[src/rtl/core/spq_pkg.sv]
// Package with sizes, codes and types of the sorted priority queue.
`timescale 1ns / 1ps

package spq_pkg;

  localparam int unsigned DEPTH   = 16;
  localparam int unsigned KEY_W   = 16;
  localparam int unsigned PAY_W   = 32;
  localparam int unsigned ENTRY_W = KEY_W + PAY_W;
  localparam int unsigned PTR_W   = $clog2(DEPTH);
  localparam int unsigned CNT_W   = $clog2(DEPTH + 1);

  // Register index of the order mode register
  localparam int unsigned REG_ORDER_MODE = 0;

  typedef enum logic {
    OP_PUSH = 1'b0,
    OP_POP  = 1'b1
  } op_e;

  typedef enum logic [1:0] {
    ST_OK    = 2'd0,
    ST_FULL  = 2'd1,
    ST_EMPTY = 2'd2
  } status_e;

  typedef enum logic [2:0] {
    S_IDLE,
    S_POP,
    S_SRCH_RD,
    S_SRCH_CMP,
    S_SH_RD,
    S_SH_WR,
    S_RESP
  } seq_state_e;

  // Result handed from the sequencer to the output register.
  typedef struct packed {
    logic               req;
    logic               pop;
    logic [KEY_W-1:0]   key;
    logic [PAY_W-1:0]   payload;
    status_e            status;
    logic [CNT_W-1:0]   count;
  } res_t;

  // Step a ring pointer forward, wrapping at the last slot.
  function automatic logic [PTR_W-1:0] ptr_next(input logic [PTR_W-1:0] p);
    return (p == PTR_W'(DEPTH - 1)) ? '0 : p + PTR_W'(1);
  endfunction

  // Step a ring pointer backward, wrapping at slot zero.
  function automatic logic [PTR_W-1:0] ptr_prev(input logic [PTR_W-1:0] p);
    return (p == '0) ? PTR_W'(DEPTH - 1) : p - PTR_W'(1);
  endfunction

endpackage

[src/rtl/core/spq_ram.sv]
// Simple dual-port RAM with registered read data.
`timescale 1ns / 1ps

module spq_ram #(
  parameter int unsigned WIDTH = 8,
  parameter int unsigned DEPTH = 16,
  localparam int unsigned ADDR_W = $clog2(DEPTH)
) (
  input  logic              clk_i,
  input  logic              we_i,
  input  logic [ADDR_W-1:0] waddr_i,
  input  logic [WIDTH-1:0]  wdata_i,
  input  logic              re_i,
  input  logic [ADDR_W-1:0] raddr_i,
  output logic [WIDTH-1:0]  rdata_o
);

  logic [WIDTH-1:0] mem_q [DEPTH];
  logic [WIDTH-1:0] rdata_q;

  // Write port
  always_ff @(posedge clk_i) begin
    if (we_i) begin
      mem_q[waddr_i] <= wdata_i;
    end
  end

  // Read port, data held until the next read
  always_ff @(posedge clk_i) begin
    if (re_i) begin
      rdata_q <= mem_q[raddr_i];
    end
  end

  assign rdata_o = rdata_q;

endmodule

[src/rtl/core/spq_cmp.sv]
// Key comparator: tells whether key a stands strictly before key b.
`timescale 1ns / 1ps

module spq_cmp
  import spq_pkg::*;
(
  input  logic [KEY_W-1:0] key_a_i,
  input  logic [KEY_W-1:0] key_b_i,
  input  logic             mode_i,
  output logic             before_o
);

  logic a_lt_b;
  logic a_gt_b;

  // Two magnitude compares, the order mode picks one
  assign a_lt_b   = key_a_i < key_b_i;
  assign a_gt_b   = key_b_i < key_a_i;
  assign before_o = mode_i ? a_gt_b : a_lt_b;

endmodule

[src/rtl/core/spq_seq.sv]
// Sequencer: ring-buffer store, insertion search and shift, head removal.
`timescale 1ns / 1ps

module spq_seq
  import spq_pkg::*;
(
  input  logic             clk_i,
  input  logic             rst_ni,
  input  logic             mode_i,
  input  logic             in_valid_i,
  output logic             in_ready_o,
  input  logic             op_i,
  input  logic [KEY_W-1:0] key_i,
  input  logic [PAY_W-1:0] payload_i,
  output res_t             res_o,
  input  logic             res_take_i
);

  seq_state_e       state_q, state_d;
  logic [PTR_W-1:0] head_q, head_d;
  logic [PTR_W-1:0] tail_q, tail_d;
  logic [CNT_W-1:0] count_q, count_d;
  logic [CNT_W-1:0] idx_q, idx_d;
  logic [CNT_W-1:0] sh_idx_q, sh_idx_d;
  logic [PTR_W-1:0] ptr_q, ptr_d;
  logic [KEY_W-1:0] key_q, key_d;
  logic [PAY_W-1:0] pay_q, pay_d;
  status_e          status_q, status_d;
  logic             pop_q, pop_d;

  logic               ram_we;
  logic [PTR_W-1:0]   ram_waddr;
  logic [ENTRY_W-1:0] ram_wdata;
  logic               ram_re;
  logic [PTR_W-1:0]   ram_raddr;
  logic [ENTRY_W-1:0] ram_rdata;
  logic [KEY_W-1:0]   rd_key;
  logic [PAY_W-1:0]   rd_pay;
  logic               key_before;

  assign rd_key = ram_rdata[ENTRY_W-1:PAY_W];
  assign rd_pay = ram_rdata[PAY_W-1:0];

  spq_ram #(
    .WIDTH(ENTRY_W),
    .DEPTH(DEPTH)
  ) u_ram (
    .clk_i  (clk_i),
    .we_i   (ram_we),
    .waddr_i(ram_waddr),
    .wdata_i(ram_wdata),
    .re_i   (ram_re),
    .raddr_i(ram_raddr),
    .rdata_o(ram_rdata)
  );

  spq_cmp u_cmp (
    .key_a_i (key_q),
    .key_b_i (rd_key),
    .mode_i  (mode_i),
    .before_o(key_before)
  );

  // Control registers
  always_ff @(posedge clk_i or negedge rst_ni) begin
    if (!rst_ni) begin
      state_q  <= S_IDLE;
      head_q   <= '0;
      tail_q   <= '0;
      count_q  <= '0;
      idx_q    <= '0;
      sh_idx_q <= '0;
      ptr_q    <= '0;
      status_q <= ST_OK;
      pop_q    <= 1'b0;
    end else begin
      state_q  <= state_d;
      head_q   <= head_d;
      tail_q   <= tail_d;
      count_q  <= count_d;
      idx_q    <= idx_d;
      sh_idx_q <= sh_idx_d;
      ptr_q    <= ptr_d;
      status_q <= status_d;
      pop_q    <= pop_d;
    end
  end

  // Word being worked on
  always_ff @(posedge clk_i) begin
    key_q <= key_d;
    pay_q <= pay_d;
  end

  // Next state, store access and bookkeeping
  always_comb begin
    state_d   = state_q;
    head_d    = head_q;
    tail_d    = tail_q;
    count_d   = count_q;
    idx_d     = idx_q;
    sh_idx_d  = sh_idx_q;
    ptr_d     = ptr_q;
    key_d     = key_q;
    pay_d     = pay_q;
    status_d  = status_q;
    pop_d     = pop_q;
    ram_we    = 1'b0;
    ram_waddr = ptr_q;
    ram_wdata = {key_q, pay_q};
    ram_re    = 1'b0;
    ram_raddr = ptr_q;

    unique case (state_q)
      S_IDLE: begin
        if (in_valid_i) begin
          key_d    = key_i;
          pay_d    = payload_i;
          status_d = ST_OK;
          pop_d    = 1'b0;
          if (op_i == OP_POP) begin
            if (count_q == '0) begin
              status_d = ST_EMPTY;
              state_d  = S_RESP;
            end else begin
              ram_re    = 1'b1;
              ram_raddr = head_q;
              state_d   = S_POP;
            end
          end else if (count_q == CNT_W'(DEPTH)) begin
            status_d = ST_FULL;
            state_d  = S_RESP;
          end else begin
            idx_d   = '0;
            ptr_d   = head_q;
            state_d = S_SRCH_RD;
          end
        end
      end
      // Head word now sits in the read register: drop it from the ring
      S_POP: begin
        pop_d   = 1'b1;
        head_d  = ptr_next(head_q);
        count_d = count_q - CNT_W'(1);
        state_d = S_RESP;
      end
      // Walk from the head until the new key precedes a stored one or the end is reached
      S_SRCH_RD: begin
        if (idx_q == count_q) begin
          sh_idx_d = count_q;
          ptr_d    = tail_q;
          state_d  = S_SH_RD;
        end else begin
          ram_re    = 1'b1;
          ram_raddr = ptr_q;
          state_d   = S_SRCH_CMP;
        end
      end
      S_SRCH_CMP: begin
        if (key_before) begin
          sh_idx_d = count_q;
          ptr_d    = tail_q;
          state_d  = S_SH_RD;
        end else begin
          idx_d   = idx_q + CNT_W'(1);
          ptr_d   = ptr_next(ptr_q);
          state_d = S_SRCH_RD;
        end
      end
      // Move the tail entries up one slot, then drop the new word in the gap
      S_SH_RD: begin
        if (sh_idx_q == idx_q) begin
          ram_we    = 1'b1;
          ram_waddr = ptr_q;
          count_d   = count_q + CNT_W'(1);
          tail_d    = ptr_next(tail_q);
          state_d   = S_RESP;
        end else begin
          ram_re    = 1'b1;
          ram_raddr = ptr_prev(ptr_q);
          state_d   = S_SH_WR;
        end
      end
      S_SH_WR: begin
        ram_we    = 1'b1;
        ram_waddr = ptr_q;
        ram_wdata = ram_rdata;
        ptr_d     = ptr_prev(ptr_q);
        sh_idx_d  = sh_idx_q - CNT_W'(1);
        state_d   = S_SH_RD;
      end
      // Hold the result until the output register takes it
      S_RESP: begin
        if (res_take_i) begin
          state_d = S_IDLE;
        end
      end
      default: begin
        state_d = S_IDLE;
      end
    endcase
  end

  assign in_ready_o = (state_q == S_IDLE);

  // Result word
  always_comb begin
    res_o.req     = (state_q == S_RESP);
    res_o.pop     = pop_q;
    res_o.key     = pop_q ? rd_key : '0;
    res_o.payload = pop_q ? rd_pay : '0;
    res_o.status  = status_q;
    res_o.count   = count_q;
  end

endmodule

[src/rtl/core/sorted_priority_queue_core.sv]
// Sorted priority queue: top level with register port and output register.
// Usage:
//   Input channel (in_valid_i / in_ready_o) carries one word: op_i selects
//   push (key_in_i, payload_in_i) or pop of the head entry. Every word gives
//   exactly one result word on the output channel (res_valid_o / res_ready_i)
//   with out_valid_o, out_key_o, out_payload_o, status_o and count_out_o.
//   order_mode (register 0, byte address 0): 0 pops the smallest key first,
//   1 the largest. Equal keys leave in arrival order. Write it only while idle.
// Operation: a pop reads the head entry, then drops it from the ring; a
//   push on full or a pop on empty answers with an error status; a push
//   compares stored entries from the head until the new key precedes one,
//   then moves the entries behind it up one slot and fills the gap. One
//   word is worked on at a time; in_ready_o is high only when idle.
// Reset: empties the queue and clears order_mode; no clearing pass is needed.
// Stall: a result waits in the output register while res_ready_i is low; the
//   next word may be accepted meanwhile, and its result holds in the
//   sequencer until the output register frees up.
`timescale 1ns / 1ps

module sorted_priority_queue_core
  import spq_pkg::*;
(
  input  logic              clk_i,
  input  logic              rst_ni,
  // register port
  input  logic              psel,
  input  logic              penable,
  input  logic              pwrite,
  input  logic [2:0]        paddr,
  input  logic [31:0]       pwdata,
  output logic [31:0]       prdata,
  output logic              pready,
  // input channel
  input  logic              in_valid_i,
  output logic              in_ready_o,
  input  logic              op_i,
  input  logic [KEY_W-1:0]  key_in_i,
  input  logic [PAY_W-1:0]  payload_in_i,
  // result channel
  output logic              res_valid_o,
  input  logic              res_ready_i,
  output logic              out_valid_o,
  output logic [KEY_W-1:0]  out_key_o,
  output logic [PAY_W-1:0]  out_payload_o,
  output logic [1:0]        status_o,
  output logic [CNT_W-1:0]  count_out_o
);

  logic             order_mode_q;
  logic             reg_wr;
  res_t             res;
  logic             out_free;
  logic             res_valid_q;
  logic             out_valid_q;
  logic [KEY_W-1:0] out_key_q;
  logic [PAY_W-1:0] out_payload_q;
  status_e          status_q;
  logic [CNT_W-1:0] count_q;

  // Register port
  assign pready = 1'b1;
  assign reg_wr = psel & penable & pwrite;

  always_ff @(posedge clk_i or negedge rst_ni) begin
    if (!rst_ni) begin
      order_mode_q <= 1'b0;
    end else if (reg_wr && (paddr[2] == 1'(REG_ORDER_MODE))) begin
      order_mode_q <= pwdata[0];
    end
  end

  assign prdata = (paddr[2] == 1'(REG_ORDER_MODE)) ? {31'd0, order_mode_q} : 32'd0;

  spq_seq u_seq (
    .clk_i     (clk_i),
    .rst_ni    (rst_ni),
    .mode_i    (order_mode_q),
    .in_valid_i(in_valid_i),
    .in_ready_o(in_ready_o),
    .op_i      (op_i),
    .key_i     (key_in_i),
    .payload_i (payload_in_i),
    .res_o     (res),
    .res_take_i(out_free)
  );

  // Output register: load when empty or being drained
  assign out_free = !res_valid_q || res_ready_i;

  always_ff @(posedge clk_i or negedge rst_ni) begin
    if (!rst_ni) begin
      res_valid_q <= 1'b0;
    end else if (out_free) begin
      res_valid_q <= res.req;
    end
  end

  always_ff @(posedge clk_i) begin
    if (out_free && res.req) begin
      out_valid_q   <= res.pop;
      out_key_q     <= res.key;
      out_payload_q <= res.payload;
      status_q      <= res.status;
      count_q       <= res.count;
    end
  end

  assign res_valid_o   = res_valid_q;
  assign out_valid_o   = out_valid_q;
  assign out_key_o     = out_key_q;
  assign out_payload_o = out_payload_q;
  assign status_o      = status_q;
  assign count_out_o   = count_q;

endmodule

[config.mk]
export PLATFORM = sky130hd
export DESIGN_NAME = sorted_priority_queue_core
export DESIGN_NICKNAME = d
export VERILOG_FILES = /design/src/rtl/core/spq_pkg.sv /design/src/rtl/core/spq_ram.sv /design/src/rtl/core/spq_cmp.sv /design/src/rtl/core/spq_seq.sv /design/src/rtl/core/sorted_priority_queue_core.sv
export SDC_FILE = /design/constraint.sdc
export NUM_CORES = 1
export LEC_CHECK = 0
export BUFFER_PORTS_ARGS = -buffer_cell sky130_fd_sc_hd__buf_2
export CAP_MARGIN = 0
export CORE_ASPECT_RATIO = 0.7
export CORE_MARGIN = 3
export CORE_UTILIZATION = 57
export CTS_BUF_LIST = sky130_fd_sc_hd__clkbuf_4 sky130_fd_sc_hd__clkbuf_8 sky130_fd_sc_hd__clkbuf_16
export DETAILED_ROUTE_END_ITERATION = 8
export GPL_TIMING_DRIVEN = 0
export HOLD_SLACK_MARGIN = 0.12
export PLACE_DENSITY = 0.86
export SLEW_MARGIN = 10
export SYNTH_ARGS = -nofsm -noshare
export SYNTH_HDL_FRONTEND = slang
export SYNTH_SLANG_ARGS = --single-unit
[constraint.sdc]
create_clock -name clk_i -period 8.95 [get_ports clk_i]
set_input_delay 1.3425 -clock clk_i [delete_from_list [all_inputs] [get_ports clk_i]]
set_output_delay 1.3425 -clock clk_i [all_outputs]
set_load 0.02 [all_outputs]
==> flow_summary.toml <==
[pwr]
sw_frac_of_total = 0.380
p_int_w = 0.0108
net_switching_component_of_the_power_w = 0.00662
seq_power_share = 0.371
worst_case_vdd_ir_drop_uv = 263
combinationalPowerShare = 0.411
cellLeakagePower_nw = 15.9
power-per-cell-area_nw_per_um2 = 400
clock_power_share = 0.218
report.power.total_w = 0.0174

[finish]
final_core_utilization = 0.668
final_cells = 3538
flow.area_growth_from_synthesis_pct = 15.1
layout_fillers = 4052
drive_gt1_frac = 0.174
nNetsFinal = 2709

[setup_path]
timing.reg2reg.setup_slack_ns = 4.93
data_arrival_time_at_the_worst_slack_endpoint_ns = 4.70
cpMostUsedCell = "buf_2"
timing.critical_path.required_ns = 9.35
timing.reg2reg.worst_path_depth = 12
crit_chain = "buf_2 > or4b_1 > buf_2 > a211oi_4 > buf_6 > a22oi_1 > nand4_1 > buf_2 > buf_1 > o22ai_1 > nor2_1 > nand2_1"
regToRegEndpoint = "u_seq.u_ram.rdata_o[19]$_DFFE_PP_"
classification_of_the_worst_setup_path = "in2reg"
crit_path_top_delay_cell = "buf_1"
crit_path_max_fanout = 10
critical_path.startpoint_type = "input port"
setup.worst_path.end_class = "flip-flop"
critPathMaxStageDelay_ns = 0.68
rr_startpoint = "u_seq.state_q[2]$_DFFE_PN0P_"

[run_status]
status = "completed"

[synthesis]
synthCells = 2294
yosys.cell_count.top_type = "edfxtp_1"
synth.lib_cells_used.distinct = 63
synth_enable_flop_cells = 920
synth_largest_type_area_fraction = 0.730
postSynth.asyncResetShare = 0.0366
synth_top_area_cell = "edfxtp_1"
cells_taking_the_most_area_after_synthesis = "edfxtp_1, mux2i_1, o22ai_1"
synth_flop_cell = "edfxtp_1"
yosysSeqAreaShare = 0.754
synth.yosys.warnings = 0
mean_instance_size_in_the_synthesized_netlist_um2 = 16.5
post_synth_most_frequent_cells = "edfxtp_1, mux2i_1, o22ai_1"
synthesis_stage_register_bit_count = 955
post_synth_instance_area_um2 = 37800

[drt]
routed_wirelength_um = 95300
drt-pass1-iter-count = 5
routed-via-count = 22500
initialDrtViolationCount = 3108
viasPerCell = 6.35
post-route-drc-count = 0
route.detailed.wl_per_inst_um = 26.9
drtAntennaViolNets = 0

[hold_path]
hold_class = "reg2reg"
min_to = "count_out_o[4]$_DFFE_PP_"
hold_path_depth = 0
min_from = "u_seq.count_q[4]$_DFFE_PN0P_"

[clock_network]
clock-root-buffer = "clkbuf_16"
cts_sinks = 955
cts_made_buffers = 84
post_cts_resize_count = 0
clk_pin_slew_ns = 0.07
clock_tree.htree_level_count = 3
worst_case_clock_buffer_depth = 3
worst_skew_pair.late_latency_ns = 0.65
setup_fix_buffers_added_after_clock_tree_synthesis = 0
cts_hold_buf = 0
clock_tree_from_tritoncts = "yes"

[run]
max_cap_viol_count = 0

[timing]
final_layout_setup_total_negative_slack_ns = 0
worstMarginPinSlew_ns = 1.17
fin_worst_skew_ns = 0.0210
max_clock_freq_mhz = 232
post-route-period-util = 0.481
slew-limit-headroom = 0.216
hold_viol_final = 0
setup_viol_count_final = 0
finalMaxSlewViolations = 0
final_period_minus_worst_setup_slack_ns = 4.30
setup_repair_after_global_routing_missed_its_margin = "false"

[die]
design.core.area_um2 = 65200
ios = 182
initial_utilization = 0.580
fp-row-count = 78
die_h_um = 222
die_outline_area_um2 = 69500
die_w_um = 314

[placement]
post-dp-hpwl_um = 59800
placed_cells = 3381
finalWeightedCongestion = 0.851
portBuffers = 116

[grt]
grt.total_usage = 0.271
grt_antenna_before_repair = 2
grt_start_max_net_pins = 50
grt_first_pass_wirelength_um = 141000
grt-ovfl-total = 0
grt_pass1_vias = 22700
[cells by family (layout without fill, tap and decap cells)]
group / Yosys count / in the layout / share of synthesized area
fa+ha+maj: 29 / 29 / 0.00979
simple gates: 405 / 405 / 0.0487
flops: 955 / 955 / 0.754
compound gates: 320 / 320 / 0.0539
mux: 390 / 390 / 0.103
other cells: 2 / 33 / 0.000199
buf+inv: 174 / 507 / 0.0261
xor+xnor: 19 / 19 / 0.00440
[area by class of cell]
type | instances | area [um2] | share of cell area
Clock buffer | 100 | 2270 | 0.0522
Sequential cell | 955 | 28500 | 0.655
Tap cell | 880 | 1100 | 0.0253
Antenna cell | 1 | 2.50 | 0.0000575
Multi-Input combinational cell | 1195 | 8570 | 0.197
Inverter | 28 | 108 | 0.00247
Clock inverter | 54 | 598 | 0.0137
Buffer | 146 | 882 | 0.0203
Timing Repair Buffer | 179 | 1500 | 0.0344
[worst max-delay path, delay by kind of cell]
family	cells	cell delay [ns]
buffers and inverters	5	1.63
and+or+nand+nor	4	0.94
AOI/OAI and AO/OA	3	0.79
[metal layers]
layer / track usage / wire (um) / up-vias
li1: - / - / 9405
met1: 0.371 / 35700 / 11200
met2: 0.425 / 44900 / 1653
met3: 0.0694 / 11400 / 232
met4: 0.101 / 3170 / 0
met5: 0 / 0 / -
[metrics by stage]
| step | hold WS, ns | worst slack (ns) | instance area, um2 |
|---|---|---|---|
| floorplan | 0.423 | 2.85 | 37900 |
| global placement | 0.438 | -0.634 | 39600 |
| detailed placement | 0.450 | 4.21 | 40600 |
| CTS | 0.465 | 4.76 | 43500 |
| global route | 0.481 | 4.58 | 43500 |
| finish | 0.465 | 4.65 | 43500 |
[power by group through the flow]
stage	Combinational [W]	Clock (W)	Sequential, W
after floorplan	0.00454	0	0.00654
after global placement	0.00641	0	0.00658
after detailed placement	0.00688	0	0.00653
after CTS	0.00702	0.00381	0.00645
after global routing	0.00756	0.00398	0.00650
final	0.00716	0.00380	0.00646
[placed cells by master (no fill, tap or decap), types with 4 or more instances in the layout]
cell,n
a21o_1,11
a21oi_1,22
a31oi_1,10
and2_1,52
buf_1,8
buf_12,14
buf_16,12
buf_2,167
buf_4,87
buf_6,15
bufinv_16,12
clkbuf_1,22
clkbuf_16,87
clkbuf_4,13
clkinv_1,22
clkinv_2,12
conb_1,32
dfrtp_1,35
edfxtp_1,920
ha_1,28
inv_1,27
mux2_2,6
mux2i_1,384
nand2_1,177
nand2b_1,5
nand3_1,11
nand4_1,13
nor2_1,96
nor2_4,12
nor2b_1,4
nor3_1,6
nor3_2,4
o211ai_1,6
o21ai_0,26
o21ai_1,16
o22ai_1,195
or4_1,7
xnor2_1,13
xor2_1,6
[worst max path at each step]
stage                            from                                 to
final                      in_valid_i  u_seq.u_ram.rdata_o[19]$_DFFE_PP_
after global routing       in_valid_i  u_seq.u_ram.rdata_o[19]$_DFFE_PP_
after CTS                  in_valid_i  u_seq.u_ram.rdata_o[19]$_DFFE_PP_
after detailed placement   in_valid_i  u_seq.u_ram.rdata_o[25]$_DFFE_PP_
after global placement    res_ready_i    out_payload_o[25]$_SDFFCE_PN0P_
after floorplan           res_ready_i           count_out_o[0]$_DFFE_PP_
[state kept, by name, summed over array words and instances, names as in the netlist, 2 cells and up]
| name | flops |
|---|---|
| u_seq.u_ram.mem_q | 768 |
| u_seq.u_ram.rdata_o | 48 |
| out_payload_o | 32 |
| u_seq.pay_q | 32 |
| out_key_o | 16 |
| u_seq.key_q | 16 |
| count_out_o | 5 |
| u_seq.count_q | 5 |
| u_seq.idx_q | 5 |
| u_seq.sh_idx_q | 5 |
| u_seq.head_q | 4 |
| u_seq.ptr_q | 4 |
| u_seq.tail_q | 4 |
| u_seq.state_q | 3 |
| status_o | 2 |
| u_seq.status_q | 2 |
Power figures use the tool's default switching activity.
